--- src/design/pr_pkg.sv ---
// ----------------------------------------------------------------------------
// pr_pkg
// Shared sizes, item codes and types of the PageRank power-iteration core.
// ----------------------------------------------------------------------------
`default_nettype none

package pr_pkg;

  // Store sizes.
  localparam int MAX_VERTICES = 1024;
  localparam int MAX_EDGES    = 8192;
  localparam int VADDR_W      = $clog2(MAX_VERTICES);
  localparam int EADDR_W      = $clog2(MAX_EDGES);

  // Field widths fixed by the item format.
  localparam int RANK_W   = 32;
  localparam int DAMP_W   = 16;
  localparam int COUNT_W  = 11;
  localparam int DEG_W    = 14;
  localparam int ROUNDS_W = 8;
  localparam int TGT_W    = 10;
  localparam int DIVD_W   = 33;

  localparam logic [RANK_W-1:0] RANK_MAX = '1;

  // Input item modes.
  localparam logic [1:0] MODE_LOAD_VERTEX = 2'd0;
  localparam logic [1:0] MODE_LOAD_EDGE   = 2'd1;
  localparam logic [1:0] MODE_START       = 2'd2;
  localparam logic [1:0] MODE_READ        = 2'd3;

  // Result kinds.
  localparam logic KIND_RANK = 1'b0;
  localparam logic KIND_DONE = 1'b1;

  // Divider result as seen by the sequencer.
  typedef struct packed {
    logic              done;
    logic [DIVD_W-1:0] quot;
  } div_res_t;

endpackage

`default_nettype wire

--- src/design/pr_div.sv ---
// ----------------------------------------------------------------------------
// pr_div
// Shared restoring divider: 33-bit dividend by 14-bit divisor, one quotient
// bit per cycle.
// ----------------------------------------------------------------------------
`default_nettype none

module pr_div (
  input  wire logic                         clk,
  input  wire logic                         rst,
  input  wire logic                         start,
  input  wire logic [pr_pkg::DIVD_W-1:0]    dividend,
  input  wire logic [pr_pkg::DEG_W-1:0]     divisor,
  output pr_pkg::div_res_t                  res
);

  logic                         busy;
  logic                         done;
  logic [5:0]                   cnt;
  logic [pr_pkg::DEG_W-1:0]     rem;
  logic [pr_pkg::DEG_W-1:0]     dv;
  logic [pr_pkg::DIVD_W-1:0]    q;
  logic [pr_pkg::DEG_W:0]       shifted;
  logic [pr_pkg::DEG_W:0]       diff;
  logic                         ge;

  // One trial subtraction per cycle.
  assign shifted = {rem, q[pr_pkg::DIVD_W-1]};
  assign ge      = shifted >= {1'b0, dv};
  assign diff    = shifted - {1'b0, dv};

  always_ff @(posedge clk) begin
    if (rst) begin
      busy <= 1'b0;
      done <= 1'b0;
      cnt  <= '0;
    end else begin
      done <= busy && !start && (cnt == 6'd1);
      if (start) begin
        busy <= 1'b1;
        cnt  <= 6'(pr_pkg::DIVD_W);
      end else if (busy) begin
        cnt <= cnt - 6'd1;
        if (cnt == 6'd1) begin
          busy <= 1'b0;
        end
      end
    end
  end

  // Datapath needs no reset.
  always_ff @(posedge clk) begin
    if (start) begin
      rem <= '0;
      q   <= dividend;
      dv  <= divisor;
    end else if (busy) begin
      if (ge) begin
        rem <= diff[pr_pkg::DEG_W-1:0];
      end else begin
        rem <= shifted[pr_pkg::DEG_W-1:0];
      end
      q <= {q[pr_pkg::DIVD_W-2:0], ge};
    end
  end

  assign res.done = done;
  assign res.quot = q;

endmodule

`default_nettype wire

--- config.mk ---
export PLATFORM = sky130hd
export DESIGN_NAME = pr_div
export DESIGN_NICKNAME = d
export VERILOG_FILES = /design/src/design/pr_pkg.sv /design/src/design/pr_div.sv
export SDC_FILE = /design/constraint.sdc
export NUM_CORES = 1
export LEC_CHECK = 0
export CORE_MARGIN = 2
export CORE_UTILIZATION = 57
export DETAILED_ROUTE_END_ITERATION = 7
export DONT_BUFFER_PORTS = 1
export PLACE_DENSITY = 0.79
export REMOVE_ABC_BUFFERS = 1
export SYNTH_ARGS = -nofsm -noshare
export SYNTH_HDL_FRONTEND = slang
export SYNTH_SLANG_ARGS = --single-unit
--- constraint.sdc ---
create_clock -name clk -period 2.1 [get_ports clk]
set_input_delay 0.42 -clock clk [delete_from_list [all_inputs] [get_ports clk]]
set_output_delay 0.42 -clock clk [all_outputs]
set_load 0.03 [all_outputs]
# Word level (Yosys, flattened, before mapping)
# Index checks and enable logic that the tools add are counted.
# W data, S select, Z words.
# op_classes
n_eq_ne	1
reduce_logical	5
muxes	8
magnitude_cmp	1
n_addsub	2
# ops
op	count
$mux W33	2
$ge A15 B14 Y1	1
$mux W14	1
$sub A14 B14 Y14	1
$mux W6	2
$eq A6 B1 Y1 const B	1
$sub A6 B1 Y6 const B	1
$mux W1	3
$logic_and A1 B1 Y1	2
$reduce_bool A2 Y1	1
$reduce_or A2 Y1	1
$logic_not A1 Y1	1
# word_totals
reg_bits	69
out_inout_bits	34
input_bits	50

# Longest topological paths before layout
# depth
depth_word	4
mapped_depth	10

# Worst setup path before layout
# No wires, ideal clock.
# synth_path
kind	flip-flop to flip-flop
startpoint	register q[32] in the netlist's numbering
endpoint	register rem[8] in the netlist's numbering
required_ns	1.953
setup_ns	0.147
t_arrival_ns	2.166
path_stages_with_launch	10
setup_slack_ns	-0.213
path_buffers	0
path_cell_list	edfxtp_1 > inv_1 > ha_1 > inv_1 > fa_1 > a211oi_1 > o21ai_0 > a211o_1 > o211ai_1 > a311oi_2
# synth_between
elab_chain_cells	2
elab_cells_between_ends	3
cone_classes	1 x add/sub; 1 x order compare; 1 x mux
# synth_rtl
element	line	source
start, declared	pr_div.sv:22	logic [pr_pkg::DIVD_W-1:0] q;
start signal, assigned	pr_div.sv:55	q <= dividend;
start signal, assigned	pr_div.sv:63	q <= {q[pr_pkg::DIVD_W-2:0], ge};
$sub A14 B14 Y14 or $ge A15 B14 Y1 (tied branches)	pr_div.sv:30, pr_div.sv:29	
$mux W14 *	pr_div.sv:58	if (ge) begin
end signal, assigned	pr_div.sv:59	rem <= diff[pr_pkg::DEG_W-1:0];
end signal, assigned	pr_div.sv:61	rem <= shifted[pr_pkg::DEG_W-1:0];
end, declared	pr_div.sv:20	logic [pr_pkg::DEG_W-1:0] rem;
# Mark *: on every way between the ends. The rest lies on a longest branch, timed or not.
# A chain may end at the register's enable or synchronous reset.

# Worst setup path after layout
# layout_path
startpoint	register q[32] in the netlist's numbering
endpoint	register rem[10] in the netlist's numbering
# Same word-level chain as after synthesis.

==> impl_results.md <==
* Endpoint, Worst Hold: cnt[0]
* Final setup margin at -0.123 ns
* Classification of the worst-slack hold path: in2reg
* Largest net degree at the start of global routing at 70
* Hold_sp: rst
* Clock latency on the worst-skew pair at 0.35 ns
* Initial antenna violation count at 0
* Count of distinct cell types in the synthesized netlist at 60
* Non-filler cells in the finished layout at 419
* WS Path Type: reg2reg
* Placer congestion estimate at 0.865
* Max-slew headroom at 68.4%
* Number of rows in the core area at 28
* Sink Count at 69
* Outcome: finished with violations
* Wire length of the first global-routing pass at 11.8 mm
* Final hold violation count at 0
* Crit path DAT at 2.46 ns
* Post-synthesis sequential area ratio at 52.0%
* Area of the core region at 0.00599 sq mm
* # port buffers at 0
* Dpl hpwl at 4.80 mm
* Vias at 2524
* Gr ovfl total at 0
* Clock tree from TritonCTS: done
* Starting utilization of the core area at 59.4%
* Remaining antenna violation count at 0
* Seq cells post-synth at 69
* Crit path max fanout at 3
* Die W at 83.0 um
* Critical R2R Capture: rem[10]
* Data required, critical path at 2.33 ns
* Total global routing track utilization at 21.6%
* Vertical extent of the die at 83.0 um
* Count of pins on the block boundary at 84
* Number of max-slew violations in the final report at 0
* Instance count after placement with tap cells included at 398
* Worst Tran Pin Value at 0.468 ns
* Final setup skew at 0.00855 ns
* Cell at the root of the clock tree: clkbuf_8
* Vias in the first global route at 2519
* Ranking of synthesized cells by area: edfxtp_1 (40%), dfxtp_1 (12%), mux2_2 (9.8%)
* FFs w/ async S/R, synth at 0%
* Total die area at 0.00689 sq mm
* Cts bufs inserted at 9
* Combined area of all synthesized cells at 0.00356 sq mm
* Max-capacitance violation count at 0
* # hold bufs at CTS at 0
* Cell depth of the worst min-delay path at 1
* Dominant cell type by area after synthesis: edfxtp_1
* Via count normalized by instance count at 6.02
* Area added between synthesis and finish at 21.6%
* Most common flop cell mapped by yosys: edfxtp_1
* Routed length per instance at 17.9 um
* Max Freq at 0.450 GHz
* Fraction of synthesized cell area taken by the top area cell type at 39.7%
* Crit path time final at 2.22 ns
* Maximum clock path buffer count at 2
* Critical path capture point type: flop
* Mapped Cells at 300
* Critical Path Source Type: flop
* Final Total Pwr at 3.42 mW
* Final TNS setup at -0.464 ns
* Period Utilization, post-route at 106%
* Final setup violation count at 9
* Reg-to-reg slack, setup at -0.12 ns
* Ratio of cells with drive above 1 in the final layout at 39.0%
* DRT Pass-1 Iters at 4
* Maximum level of the CTS H-tree at 3
* RSZ-0062 raised after global routing: true
* First-iteration detailed-routing DRC count at 97
* Final core utilization at 72.2%
* Yosys warns at 0
* Setup WS pre-CTS at -0.144 ns
* Leakage power at 1.64 nW
* Reg2reg path depth at 10
* Number of synthesized flops with an enable pin at 47
* Violated checks: negative setup slack
* Total power divided by cell area at 791 mW/mm^2
* Clk slew on worst S/H paths at 0.08 ns
* Per-instance average area after synthesis at 11.9 sq um
* Critical register-to-register path startpoint: q[32]
* Net count of the finished layout at 407
* Final wirelength at 7.48 mm
* Max VDD drop at 0.619 mV
* Drt drc at 0
* Antenna cells at 0
worst max-delay path by stage:
stage                     startpoint       to  slack (ns)  depth (start not counted)
after floorplan                q[32]   rem[8]       -0.24                          9
after global placement         q[32]  rem[12]       -0.11                         10
after detailed placement       q[32]   rem[8]       -0.14                          9
after CTS                     dv[12]   rem[6]       -0.05                          9
after global routing           q[32]  rem[12]       -0.21                         10
final                          q[32]  rem[10]       -0.12                         10
sequential cells by signal, indices dropped and copies added (netlist names):
name,cells
cnt,6
done,1
busy,1
dv,14
q,33
rem,14
cells in the final DEF, fill, tap and decap left out, types with 2 or more instances in the layout:
cell	n
edfxtp_1	47
buf_4	38
mux2_2	31
dfxtp_1	22
inv_1	16
nor2_1	14
nand2_1	14
a21oi_1	10
ha_1	10
clkbuf_8	9
xnor2_1	7
nor3_1	6
xor2_1	6
ha_4	6
nand2_2	5
inv_2	4
a21oi_2	4
a21o_1	4
nor3b_1	4
o21ai_1	4
a311oi_2	4
a211o_1	3
o21ai_2	3
nand2b_1	3
mux2i_1	3
nand4_1	3
buf_6	3
and2_1	2
nand3_1	2
o211ai_1	2
a211oi_4	2
o21ai_0	2
nand3_2	2
a41oi_1	2
a211oi_2	2
o311ai_1	2
clkinv_2	2
worst max-delay path: stages, from the launching register on:
cell and delay [ns]:
edfxtp_1 0.40, inv_2 0.08, ha_1 0.17, inv_1 0.07, fa_2 0.37, a211oi_4 0.25
o211a_1 0.24, o21bai_1 0.10, a21oi_1 0.17, xor2_1 0.18, o21ai_1 0.08
power breakdown:
part | internal [mW] | switching [mW]
sequential | 1.59 | 0.205
clock | 0.434 | 0.530
combinational | 0.335 | 0.323
total | 2.36 | 1.06
logic make-up after synthesis:
group           after synthesis  share of synthesized area, %
mux                          35                          11.0
simple gates                 69                          10.2
buf+inv                      34                          3.90
compound gates               62                          13.2
xor+xnor                     13                          3.20
fa+ha+maj                    18                          6.54
flops                        69                          52.0
synth_stat cells (4+ instances only):
cell and n:
ha_1 17, nand3_1 4, nor3_1 7, clkbuf_1 6
xnor2_1 7, inv_1 19, nor3b_1 4, nor2_1 15
edfxtp_1 47, a21oi_1 14, xor2_1 6, o21ai_0 4
dfxtp_1 22, buf_1 6, mux2_2 31, a21o_1 4
o21ai_1 5, nand2b_1 4, a211oi_1 5, nand2_1 18
layout make-up:
| cell class | instances | area (sq um) |
|---|---|---|
| flip-flops and latches | 69 | 1850 |
| multi-input cells | 197 | 1790 |
| repair buffers | 42 | 339 |
| inverters | 20 | 75.1 |
| fillers | 419 | 1670 |
| clock inverters | 7 | 50.0 |
| clock buffers | 9 | 124 |
| well taps | 75 | 93.8 |
per-stage QoR:
| step | hold WS, ns | cell area (sq um) |
|---|---|---|
| finish | 0.130 | 4330 |
| global placement | 0.488 | 3880 |
| detailed placement | 0.494 | 3880 |
| global route | 0.114 | 4330 |
| CTS | 0.115 | 4140 |
| floorplan | 0.467 | 3490 |
timing repair:
item | 4_1_cts | 5_1_grt
pin swaps | 12 | 13
resized for setup | 14 | 33
setup endpoints to repair | 15 | 15
setup buffers | 2 | 3
layer usage:
metal | share of wire, % | vias to the layer above | global-route usage [%]
met2 | 49 | 93 | 35.0
met4 | 3.0 | 0 | 9.99
met3 | 6.8 | 20 | 8.05
met5 | 0 | - | 0
li1 | - | 1199 | -
met1 | 41 | 1212 | 25.5
(Power assumes the default switching activity.)
